[src/rtl/core/b64d_pkg.sv]
// Shared types, constants and the character map of the base64 stream decoder.
`timescale 1ns / 1ps
`default_nettype none
package b64d_pkg;

  localparam int COUNT_BITS_DEFAULT = 16;
  localparam logic [15:0] CAPACITY_RESET = 16'd4096;
  localparam int JOB_DEPTH = 2;
  localparam int RES_DEPTH = 2;

  localparam logic [7:0] CHAR_PLUS  = 8'd43;
  localparam logic [7:0] CHAR_SLASH = 8'd47;

  typedef enum logic [1:0] {
    ST_DATA     = 2'd0,
    ST_DONE     = 2'd1,
    ST_OVERFLOW = 2'd2
  } status_t;

  typedef struct packed {
    logic [2:0][7:0] bytes;
    logic [1:0]      n;
    logic            eot;
  } job_t;

  typedef struct packed {
    logic [7:0]  out_byte;
    status_t     status;
    logic [15:0] byte_total;
    logic        run_last;
  } result_t;

  // Bit 6 set marks a character outside the alphabet.
  function automatic logic [6:0] map_char(input logic [7:0] c);
    logic [6:0] r;
    r = 7'h40;
    if (c inside {[8'h41:8'h5A]}) begin
      r = {1'b0, 6'(c - 8'h41)};
    end else if (c inside {[8'h61:8'h7A]}) begin
      r = {1'b0, 6'(c - 8'h61 + 8'd26)};
    end else if (c inside {[8'h30:8'h39]}) begin
      r = {1'b0, 6'(c - 8'h30 + 8'd52)};
    end else if (c == CHAR_PLUS) begin
      r = 7'd62;
    end else if (c == CHAR_SLASH) begin
      r = 7'd63;
    end
    return r;
  endfunction

endpackage
`default_nettype wire

[src/rtl/core/b64d_fifo.sv]
// Small register queue used between the decoder stages and at the result side.
`timescale 1ns / 1ps
`default_nettype none
module b64d_fifo #(
  parameter int WIDTH = 8,
  parameter int DEPTH = 2
) (
  input  wire logic             clk,
  input  wire logic             rst_n,
  input  wire logic             push,
  input  wire logic [WIDTH-1:0] wdata,
  output logic                  full,
  input  wire logic             pop,
  output logic [WIDTH-1:0]      rdata,
  output logic                  empty
);

  localparam int AW = (DEPTH > 1) ? $clog2(DEPTH) : 1;
  localparam int CW = $clog2(DEPTH + 1);

  logic [WIDTH-1:0] mem_r [DEPTH];
  logic [AW-1:0]    wr_ptr_r, wr_ptr_nxt;
  logic [AW-1:0]    rd_ptr_r, rd_ptr_nxt;
  logic [CW-1:0]    count_r, count_nxt;
  logic             do_push, do_pop;

  assign full    = (count_r == CW'(DEPTH));
  assign empty   = (count_r == '0);
  assign do_push = push && !full;
  assign do_pop  = pop && !empty;
  assign rdata   = mem_r[rd_ptr_r];

  always_comb begin
    wr_ptr_nxt = wr_ptr_r;
    rd_ptr_nxt = rd_ptr_r;
    count_nxt  = count_r;
    if (do_push) begin
      wr_ptr_nxt = (wr_ptr_r == AW'(DEPTH - 1)) ? '0 : wr_ptr_r + AW'(1);
    end
    if (do_pop) begin
      rd_ptr_nxt = (rd_ptr_r == AW'(DEPTH - 1)) ? '0 : rd_ptr_r + AW'(1);
    end
    if (do_push && !do_pop) begin
      count_nxt = count_r + CW'(1);
    end else if (do_pop && !do_push) begin
      count_nxt = count_r - CW'(1);
    end
  end

  always_ff @(posedge clk) begin
    if (!rst_n) begin
      wr_ptr_r <= '0;
      rd_ptr_r <= '0;
      count_r  <= '0;
    end else begin
      wr_ptr_r <= wr_ptr_nxt;
      rd_ptr_r <= rd_ptr_nxt;
      count_r  <= count_nxt;
    end
  end

  always_ff @(posedge clk) begin
    if (do_push) begin
      mem_r[wr_ptr_r] <= wdata;
    end
  end

endmodule
`default_nettype wire

[src/rtl/core/b64d_front.sv]
// Front stage: maps characters, gathers sextets and forms byte jobs.
`timescale 1ns / 1ps
`default_nettype none
module b64d_front
  import b64d_pkg::*;
(
  input  wire logic       clk,
  input  wire logic       rst_n,
  input  wire logic       push,
  output logic            full,
  input  wire logic [7:0] in_char_code,
  input  wire logic       in_end_of_text,
  output logic            job_push,
  output job_t            job,
  input  wire logic       job_full
);

  logic [17:0] store_r, store_nxt;
  logic [1:0]  count_r, count_nxt;
  logic [6:0]  mapped;
  logic [23:0] grp;
  logic        accept;

  assign full   = job_full;
  assign accept = push && !job_full;
  assign mapped = map_char(in_char_code);
  assign grp    = {store_r, mapped[5:0]};

  always_comb begin
    store_nxt = store_r;
    count_nxt = count_r;
    job       = '0;
    job.eot   = in_end_of_text;
    job_push  = 1'b0;
    if (!mapped[6]) begin
      if (count_r == 2'd3) begin
        job.bytes = {grp[7:0], grp[15:8], grp[23:16]};
        job.n     = 2'd3;
        store_nxt = '0;
        count_nxt = 2'd0;
      end else begin
        store_nxt = {store_r[11:0], mapped[5:0]};
        count_nxt = count_r + 2'd1;
      end
    end
    if (in_end_of_text) begin
      if (count_nxt == 2'd2) begin
        job.bytes[0] = store_nxt[11:4];
        job.n        = 2'd1;
      end else if (count_nxt == 2'd3) begin
        job.bytes[0] = store_nxt[17:10];
        job.bytes[1] = store_nxt[9:2];
        job.n        = 2'd2;
      end
      store_nxt = '0;
      count_nxt = 2'd0;
    end
    job_push = accept && (in_end_of_text || (job.n != 2'd0));
  end

  always_ff @(posedge clk) begin
    if (!rst_n) begin
      store_r <= '0;
      count_r <= '0;
    end else if (accept) begin
      store_r <= store_nxt;
      count_r <= count_nxt;
    end
  end

endmodule
`default_nettype wire

[src/rtl/core/b64d_back.sv]
// Back stage: up to one result per cycle, stalling on an empty job queue or full result queue; capacity check, totals.
`timescale 1ns / 1ps
`default_nettype none
module b64d_back
  import b64d_pkg::*;
#(
  parameter int COUNT_BITS = COUNT_BITS_DEFAULT
) (
  input  wire logic        clk,
  input  wire logic        rst_n,
  input  wire logic        cfg_valid,
  output logic             cfg_ready,
  input  wire logic [15:0] cfg_output_capacity,
  input  job_t             job,
  input  wire logic        job_empty,
  output logic             job_pop,
  output logic             res_push,
  output result_t          res,
  input  wire logic        res_full
);

  localparam int W = ((COUNT_BITS > 16) ? COUNT_BITS : 16) + 1;

  logic [15:0]           cap_r;
  logic [1:0]            idx_r, idx_nxt;
  logic [COUNT_BITS-1:0] done_r, done_nxt, done_inc;
  logic                  ovf_r, ovf_nxt;
  logic [W-1:0]          done_ext, inc_ext, inc_wrap_ext;
  logic                  fits, is_data, job_end, step;
  logic [7:0]            byte_sel;

  assign cfg_ready    = 1'b1;
  assign step         = !job_empty && !res_full;
  assign done_ext     = W'(done_r);
  assign inc_ext      = done_ext + W'(1);
  assign fits         = inc_ext < W'(cap_r);
  assign done_inc     = COUNT_BITS'(inc_ext);
  assign inc_wrap_ext = W'(done_inc);
  assign is_data      = idx_r < job.n;

  always_comb begin
    case (idx_r)
      2'd0:    byte_sel = job.bytes[0];
      2'd1:    byte_sel = job.bytes[1];
      2'd2:    byte_sel = job.bytes[2];
      default: byte_sel = '0;
    endcase
  end

  always_comb begin
    res      = '0;
    res_push = 1'b0;
    job_pop  = 1'b0;
    idx_nxt  = idx_r;
    done_nxt = done_r;
    ovf_nxt  = ovf_r;
    job_end  = is_data ? ((idx_r == job.n - 2'd1) && !job.eot) : 1'b1;
    if (step) begin
      if (is_data) begin
        if (!ovf_r) begin
          res_push = 1'b1;
          if (fits) begin
            res.out_byte   = byte_sel;
            res.status     = ST_DATA;
            res.byte_total = inc_wrap_ext[15:0];
            res.run_last   = job_end;
            done_nxt       = done_inc;
          end else begin
            res.status     = ST_OVERFLOW;
            res.byte_total = done_ext[15:0];
            res.run_last   = !job.eot;
            ovf_nxt        = 1'b1;
          end
        end
      end else begin
        res_push       = 1'b1;
        res.status     = ovf_r ? ST_OVERFLOW : ST_DONE;
        res.byte_total = done_ext[15:0];
        res.run_last   = 1'b1;
        done_nxt       = '0;
        ovf_nxt        = 1'b0;
      end
      if (job_end) begin
        job_pop = 1'b1;
        idx_nxt = 2'd0;
      end else begin
        idx_nxt = idx_r + 2'd1;
      end
    end
  end

  always_ff @(posedge clk) begin
    if (!rst_n) begin
      cap_r  <= CAPACITY_RESET;
      idx_r  <= '0;
      done_r <= '0;
      ovf_r  <= 1'b0;
    end else begin
      if (cfg_valid) begin
        cap_r <= cfg_output_capacity;
      end
      idx_r  <= idx_nxt;
      done_r <= done_nxt;
      ovf_r  <= ovf_nxt;
    end
  end

  a_idx_in_job: assert property (@(posedge clk) disable iff (!rst_n)
    !job_empty |-> idx_r <= job.n)
    else $error("byte index ran past the job");

  a_done_last: assert property (@(posedge clk) disable iff (!rst_n)
    res_push && res.status == ST_DONE |-> res.run_last)
    else $error("end result not marked last");

  a_end_clears: assert property (@(posedge clk) disable iff (!rst_n)
    step && !is_data |=> done_r == '0 && !ovf_r)
    else $error("string state not cleared after end");

  a_no_data_after_ovf: assert property (@(posedge clk) disable iff (!rst_n)
    res_push && ovf_r |-> res.status != ST_DATA)
    else $error("data byte emitted after overflow");

endmodule
`default_nettype wire

[src/rtl/core/base64_stream_decoder.sv]
// Top level of the streaming base64 decoder.
// The front stage takes one character per cycle whenever full is low and turns
// each completed sextet group into a job of up to three bytes; a two-entry job
// queue separates it from the back stage, which produces at most one result per
// cycle (data byte, overflow or end result) into a two-entry result queue, and
// stalls while the job queue is empty or the result queue is full. Input runs at
// one character per cycle while full is low; sustained speed is set by the back
// stage's one result per byte, so a four-character group needs three results.
// The capacity register is written through cfg_valid with cfg_ready always
// high and applies from the next item.
`timescale 1ns / 1ps
`default_nettype none
module base64_stream_decoder
  import b64d_pkg::*;
#(
  parameter int COUNT_BITS = COUNT_BITS_DEFAULT
) (
  input  wire logic        clk,
  input  wire logic        rst_n,
  input  wire logic        push,
  output logic             full,
  input  wire logic [7:0]  in_char_code,
  input  wire logic        in_end_of_text,
  output logic             empty,
  input  wire logic        pop,
  output logic [7:0]       out_byte,
  output logic [1:0]       out_status,
  output logic [15:0]      out_byte_total,
  output logic             out_run_last,
  input  wire logic        cfg_valid,
  output logic             cfg_ready,
  input  wire logic [15:0] cfg_output_capacity
);

  job_t                     job_in, job_out;
  logic                     job_push, job_full, job_pop, job_empty;
  logic [$bits(job_t)-1:0]  job_rdata;
  result_t                  res_in, res_out;
  logic                     res_push, res_full;
  logic [$bits(result_t)-1:0] res_rdata;

  b64d_front u_front (
    .clk            (clk),
    .rst_n          (rst_n),
    .push           (push),
    .full           (full),
    .in_char_code   (in_char_code),
    .in_end_of_text (in_end_of_text),
    .job_push       (job_push),
    .job            (job_in),
    .job_full       (job_full)
  );

  b64d_fifo #(
    .WIDTH ($bits(job_t)),
    .DEPTH (JOB_DEPTH)
  ) u_job_q (
    .clk   (clk),
    .rst_n (rst_n),
    .push  (job_push),
    .wdata (job_in),
    .full  (job_full),
    .pop   (job_pop),
    .rdata (job_rdata),
    .empty (job_empty)
  );

  assign job_out = job_t'(job_rdata);

  b64d_back #(
    .COUNT_BITS (COUNT_BITS)
  ) u_back (
    .clk                 (clk),
    .rst_n               (rst_n),
    .cfg_valid           (cfg_valid),
    .cfg_ready           (cfg_ready),
    .cfg_output_capacity (cfg_output_capacity),
    .job                 (job_out),
    .job_empty           (job_empty),
    .job_pop             (job_pop),
    .res_push            (res_push),
    .res                 (res_in),
    .res_full            (res_full)
  );

  b64d_fifo #(
    .WIDTH ($bits(result_t)),
    .DEPTH (RES_DEPTH)
  ) u_res_q (
    .clk   (clk),
    .rst_n (rst_n),
    .push  (res_push),
    .wdata (res_in),
    .full  (res_full),
    .pop   (pop),
    .rdata (res_rdata),
    .empty (empty)
  );

  assign res_out        = result_t'(res_rdata);
  assign out_byte       = res_out.out_byte;
  assign out_status     = res_out.status;
  assign out_byte_total = res_out.byte_total;
  assign out_run_last   = res_out.run_last;

endmodule
`default_nettype wire
[config.mk]
export PLATFORM = sky130hd
export DESIGN_NAME = base64_stream_decoder
export DESIGN_NICKNAME = d
export VERILOG_FILES = /design/src/rtl/core/b64d_pkg.sv /design/src/rtl/core/b64d_fifo.sv /design/src/rtl/core/b64d_front.sv /design/src/rtl/core/b64d_back.sv /design/src/rtl/core/base64_stream_decoder.sv
export SDC_FILE = /design/constraint.sdc
export NUM_CORES = 1
export LEC_CHECK = 0
export ABC_CLOCK_PERIOD_IN_PS = 11900
export BUFFER_PORTS_ARGS = -buffer_cell sky130_fd_sc_hd__buf_2
export CORE_MARGIN = 1.5
export CORE_UTILIZATION = 35
export CTS_CLUSTER_SIZE = 24
export DETAILED_ROUTE_END_ITERATION = 16
export PLACE_DENSITY = 0.49
export SYNTH_ARGS = -nofsm -noshare
export SYNTH_HDL_FRONTEND = slang
export SYNTH_HIERARCHICAL = 1
export SYNTH_SLANG_ARGS = --single-unit
[constraint.sdc]
create_clock -name clk -period 11.9 [get_ports clk]
set_input_delay 1.19 -clock clk [delete_from_list [all_inputs] [get_ports clk]]
set_output_delay 1.19 -clock clk [all_outputs]
set_load 0.01 [all_outputs]
==> results of run 1 <==
final cells by class:
class	instances	area, µm²	share of cell area, %
Sequential cell	173	4540	44.7
Multi-Input combinational cell	557	4160	40.9
Clock buffer	17	425	4.19
Tap cell	330	413	4.06
Timing Repair Buffer	64	335	3.30
Inverter	41	154	1.51
Clock inverter	15	134	1.32
layout by cell type, fill, tap and decap left out, types with 17 or more instances in the layout:
cell type and instances:
clkbuf_16 17, a21oi_1 41, dfxtp_1 65, nand2_1 56
inv_1 38, nor2_1 62, edfxtp_1 108, nand3_1 31
ha_1 34, mux2_2 54, buf_2 58
flip-flops by register name, summed over array words and instances, names as in the netlist, 2 cells and up, named ones only:
signal	count
u_back/done_r	16
u_res_q/count_r	2
u_res_q/mem_r	54
u_back/idx_r	2
u_front/count_r	2
u_job_q/mem_r	54
u_back/cap_r	16
u_job_q/count_r	2
u_front/store_r	18
where the power goes:
group | internal, mW | switching, mW
registers | 0.720 | 0.0253
logic | 0.160 | 0.259
clock network | 0.291 | 0.249
total | 1.17 | 0.534
through the flow:
step | utilization [%] | total power [mW]
after floorplan | - | 1.05
after global placement | 37.8 | 1.18
after detailed placement | 37.8 | 1.18
after CTS | 40.0 | 1.72
after global routing | 40.0 | 1.79
final | 40.0 | 1.70
routing by layer:
layer | GRT usage, % | wire (µm) | up-vias | part of all wire, %
met5 | 0 | 0 | - | 0
met4 | 4.22 | 193 | 0 | 0.88
met3 | 3.09 | 854 | 10 | 3.9
met2 | 22.7 | 8780 | 153 | 40
met1 | 27.1 | 12100 | 3022 | 55
li1 | - | - | 3131 | -
worst max-delay path by stage:
stage                                             start  cells past startpoint  slack (ns)                             end
after global placement                  in_char_code[2]                     12        7.26  u_job_q/mem_r[0][16]$_DFFE_PP_
after global routing      u_back/done_r[0]$_SDFFE_PN0P_                     12        6.93   u_res_q/mem_r[0][9]$_DFFE_PP_
after floorplan                         in_char_code[2]                     12        7.26   u_job_q/mem_r[0][0]$_DFFE_PP_
after CTS                 u_back/done_r[0]$_SDFFE_PN0P_                     12        7.41   u_res_q/mem_r[0][9]$_DFFE_PP_
after detailed placement                in_char_code[2]                     12        7.10   u_job_q/mem_r[0][0]$_DFFE_PP_
final                     u_back/done_r[0]$_SDFFE_PN0P_                     12        7.37   u_res_q/mem_r[1][9]$_DFFE_PP_
critical path, cell delays in order (launching register included):
cell and delay, ns:
dfxtp_1 0.46, ha_1 0.26, nand3_2 0.14, or2_1 0.34
nor3_1 0.25, xnor2_1 0.22, ha_1 0.31, a21o_1 0.15
a21oi_1 0.13, o21a_1 0.21, nand4_1 0.87, or4_1 0.76
a21oi_1 0.24
cells by family (layout without fill, tap and decap cells):
kind of cell    Yosys count  count (layout)  share of synthesized area, %
compound gates          174             174                          14.7
xor+xnor                 22              22                          2.11
fa+ha+maj                34              34                          4.67
buf+inv                  88             137                          4.65
flops                   173             173                          49.9
mux                      71              71                          8.59
other cells               1               1                        0.0411
simple gates            255             255                          15.3
==> results.py, run 1 <==
metrics = {
    "outcome": {
        "outcome": "finished clean",
    },
    "cts": {
        "root_buffer": "clkbuf_16",
        "cts_setup_buffers": 0,
        "clock_path_buffers": 2,
        "cts_buffers": 17,
        "cts_tree": "done",
        "path_clk_slew_ns": 0.07,
        "ctsResizeCount": 0,
        "cts_hold_buffers": 0,
        "clock_latency_ns": 0.43,
        "clkSinkCount": 173,
        "htree_levels": 4,
    },
    "placed_design": {
        "pre_cts_ws_ns": 7.10,
        "port_buffers": 58,
        "place_congestion": 0.852,
        "placed_area_mm2": 0.00961,
        "dp.cells": 1165,
        "dp_hpwl_mm": 15.6,
    },
    "synth": {
        "synthesis.area_mm2": 0.00911,
        "seq_area_frac_synth_pct": 49.9,
        "async_flop_share_pct": 0,
        "synth_nets": 882,
        "synth-edff-count": 108,
        "yosys.area.top_type": "edfxtp_1",
        "synth_top_area_share_pct": 35.6,
        "syn_area_per_cell_um2": 11.1,
        "ys_top_cells_by_area": "edfxtp_1, dfxtp_1, mux2_2",
        "synthDistinctLibCells": 84,
        "netlist_instances": 818,
        "synth_most_common_cell": "edfxtp_1",
        "ys.flop_type": "edfxtp_1",
        "synth-seq-cells": 173,
        "synth_warnings": 6,
        "synthTopCellsByCount": "edfxtp_1, dfxtp_1, nor2_1",
    },
    "run": {
        "drv_cap": 0,
    },
    "timing": {
        "hold_ws_ns": 0.485,
        "layout_min_cycle_time_ns": 4.53,
        "worst_pin_slew_ns": 1.11,
        "setup_ws_ns": 7.37,
        "post-route-period-util_pct": 38.1,
        "finalHoldViolations": 0,
        "fmax_ghz": 0.221,
        "worst_clock_skew_ns": 0.0142,
        "rsz0062_at_grt": "false",
        "relSlewSlack_pct": 25.6,
        "slew_viol_final": 0,
        "fin_setup_tns_ns": 0,
        "setup_viol": 0,
    },
    "global_routing": {
        "gr-total-overflow": 0,
        "grt_pass1_vias": 5915,
        "grt_usage_pct": 16.8,
        "grt_pass1_wl_mm": 34.7,
        "grt_max_degree": 30,
        "antenna_found_initial": 0,
    },
    "die": {
        "boundaryPins": 60,
        "fp-row-count": 58,
        "fp.dieArea_mm2": 0.0270,
        "dieHeight_um": 164,
        "dieWidth_um": 164,
        "initial_core_util_pct": 35.9,
        "core-area_mm2": 0.0254,
    },
    "routing": {
        "wl_per_cell_um": 18.3,
        "drt-total-wl_mm": 22.0,
        "ant_nets": 0,
        "vias": 6316,
        "drc": 0,
        "drt_iter0_markers": 626,
        "detail_route.vias_per_cell": 5.28,
        "drtPass1Iterations": 5,
    },
    "cells_and_area": {
        "n_antenna_cell": 0,
        "final_area_mm2": 0.0102,
        "fill_cells": 2490,
        "fin_nets": 918,
        "synthToLayoutAreaGrowth_pct": 11.5,
        "final_cells": 1197,
        "drive_above_1_share_pct": 21.5,
    },
    "power": {
        "leakagePower_nw": 3.73,
        "ir_worst_vdd_uv": 91.4,
        "p_per_area_mw_per_mm2": 168,
    },
    "min_path": {
        "hold_path.class": "flop to flop",
        "hold_path_startpoint": "u_front/store_r[3]$_SDFFE_PN0P_",
        "min_to": "u_front/store_r[3]$_SDFFE_PN0P_",
        "min_delay_path_depth": 2,
    },
    "critical_path": {
        "worstSetupPathType": "flop to flop",
        "endpoint_kind": "flop",
        "ff2ff_path_depth": 12,
        "start_kind": "flop",
        "worstPathRequired_ns": 12.14,
        "r2r_setup_slack_ns": 7.37,
        "r2r-end": "u_res_q/mem_r[1][9]$_DFFE_PP_",
        "r2r-start": "u_back/done_r[0]$_SDFFE_PN0P_",
        "cp_max_fo": 29,
        "arrival_ns": 4.78,
    },
}
No activity file was read; power rests on OpenSTA's default activity.
==> run 2: changes to the inputs <==
- ABC_CLOCK_PERIOD_IN_PS: 11900 -> 3700
- PLACE_DENSITY: 0.49 -> 0.51
- clock period: 11.9 -> 3.7 ns (I/O delays scaled with it)
==> run 2 against run 1 <==
Clock skew is 0.0040 ns lower; first-iteration DRC count is 20% lower; core utilization is 0.83 points higher; clock power grew to 3.3 times the previous value; critical path type unchanged.
==> results.py, run 2 (synthesized netlist as in run 1, its figures left out) <==
metrics = {
    "critical_path": {
        "worstSetupPathType": "flop to flop",
        "start_kind": "flop",
        "endpoint_kind": "flop",
        "slowest_stage": "or4_4",
        "path_buf_inv": 1,
        "crit_chain": "nand4_2 -> or4_4 -> or2_2 -> nand2_1 -> ha_1 -> nand3_1 -> nor3_2 -> a32oi_2 -> nand4_1 -> buf_12 -> or3b_1 -> a21oi_1",
        "cp_max_fo": 29,
        "worstPathRequired_ns": 3.94,
        "critPathMaxStageDelay_ns": 0.57,
        "path_delay_family": "simple AND/OR/NAND/NOR gates",
        "arrival_ns": 3.66,
    },
    "timing": {
        "slew_viol_final": 0,
        "fmax_ghz": 0.292,
        "fin_setup_tns_ns": 0,
        "worst_pin_slew_ns": 0.666,
        "post-route-period-util_pct": 92.5,
        "setup_ws_ns": 0.276,
        "finalHoldViolations": 0,
        "layout_min_cycle_time_ns": 3.42,
        "worst_clock_skew_ns": 0.0102,
        "setup_viol": 0,
        "relSlewSlack_pct": 55.5,
        "rsz0062_at_grt": "false",
    },
    "routing": {
        "drt_iter0_markers": 500,
        "ant_nets": 0,
        "drt-total-wl_mm": 22.0,
        "vias": 6402,
        "drc": 0,
        "drtPass1Iterations": 5,
        "wl_per_cell_um": 18.1,
        "detail_route.vias_per_cell": 5.27,
    },
    "cts": {
        "path_clk_slew_ns": 0.07,
        "clock_latency_ns": 0.43,
        "cts_buffers": 17,
        "cts_hold_buffers": 0,
        "cts_tree": "done",
        "cts_setup_buffers": 0,
        "root_buffer": "clkbuf_16",
        "htree_levels": 4,
        "clkSinkCount": 173,
        "clock_path_buffers": 2,
    },
    "cells_and_area": {
        "final_common_cell": "edfxtp_1",
        "n_antenna_cell": 0,
        "final_cells": 1215,
        "largestRegisters": "u_job_q/mem_r: 54 flops, u_res_q/mem_r: 54 flops, u_front/store_r: 18 flops",
        "final_cell_mix": "edfxtp_1, dfxtp_1, nor2_1, buf_2, nand2_1",
        "drive_above_1_share_pct": 24.1,
        "synthToLayoutAreaGrowth_pct": 13.8,
        "fin_nets": 936,
    },
    "outcome": {
        "outcome": "finished clean",
    },
    "die": {
        "initial_core_util_pct": 35.9,
        "fp-row-count": 58,
        "dieHeight_um": 164,
        "boundaryPins": 60,
        "fp.dieArea_mm2": 0.0270,
        "core-area_mm2": 0.0254,
        "dieWidth_um": 164,
    },
    "run": {
        "drv_cap": 0,
    },
    "placed_design": {
        "pre_cts_ws_ns": 0.217,
        "dp.cells": 1183,
        "dp_hpwl_mm": 15.4,
        "port_buffers": 58,
        "place_congestion": 0.857,
    },
    "min_path": {
        "hold_path.class": "input pin to flop",
    },
    "global_routing": {
        "antenna_found_initial": 0,
        "grt_pass1_wl_mm": 35.1,
        "grt_pass1_vias": 6136,
        "gr-total-overflow": 0,
        "grt_max_degree": 30,
        "grt_usage_pct": 16.9,
    },
    "power": {
        "p_per_area_mw_per_mm2": 537,
        "ir_worst_vdd_uv": 355,
        "power_mw": 5.57,
        "leakagePower_nw": 3.85,
    },
}
-- run 2: worst register-to-register path, delay by kind of cell, from the launching register on --
family          cells  cell delay (ns)
fa+ha+maj           1             0.22
flops               1             0.45
simple gates        8             1.86
compound gates      2             0.48
buf+inv             1             0.20
-- run 2: through the flow --
step           utilization, %  instance area [µm²]  hold slack (ns)
2_1_floorplan               -                 9120            0.450
3_3_place_gp             38.5                 9780            0.471
3_5_place_dp             38.5                 9780            0.475
4_1_cts                  40.8                10400            0.148
5_1_grt                  40.9                10400            0.160
6_report                 40.9                10400            0.161
-- run 2: layout make-up --
| cell class | count | area, µm² |
|---|---|---|
| sequential | 173 | 4550 |
| clock inverter | 15 | 149 |
| inverter | 41 | 154 |
| tap | 330 | 413 |
| clock buffer | 17 | 425 |
| multi-input combinational | 557 | 4180 |
| fill | 2513 | 15000 |
| timing repair buffer | 82 | 508 |
-- run 2: power by group --
part | internal [mW] | switching [mW]
logic | 0.548 | 0.861
registers | 2.32 | 0.0815
clock network | 0.952 | 0.811
-- run 2: timing repair --
item                       4_1_cts  5_1_grt
resized for setup                0        6
setup endpoints to repair        0       47
hold endpoints to repair         0        0
-- run 2: layer usage --
metal	track usage, %	share of wire (%)	up-vias
met2	23.8	41	163
met5	0	0	-
met3	2.46	4.3	16
li1	-	-	3173
met4	4.95	1.0	0
met1	26.3	53	3050
-- run 2: worst paths after layout --
| check | slack, ns | cells past startpoint | start | end |
|---|---|---|---|---|
| setup / recovery | 0.28 | 12 | u_back/done_r[5]$_SDFFE_PN0P_ | u_res_q/mem_r[0][7]$_DFFE_PP_ |
| hold / removal | 0.16 | 3 | cfg_output_capacity[12] | u_back/cap_r[12]$_SDFFE_PN1P_ |
| setup reg to reg | 0.28 | 12 | u_back/done_r[5]$_SDFFE_PN0P_ | u_res_q/mem_r[0][7]$_DFFE_PP_ |
| hold reg to reg | 0.49 | 2 | u_front/store_r[3]$_SDFFE_PN0P_ | u_front/store_r[3]$_SDFFE_PN0P_ |
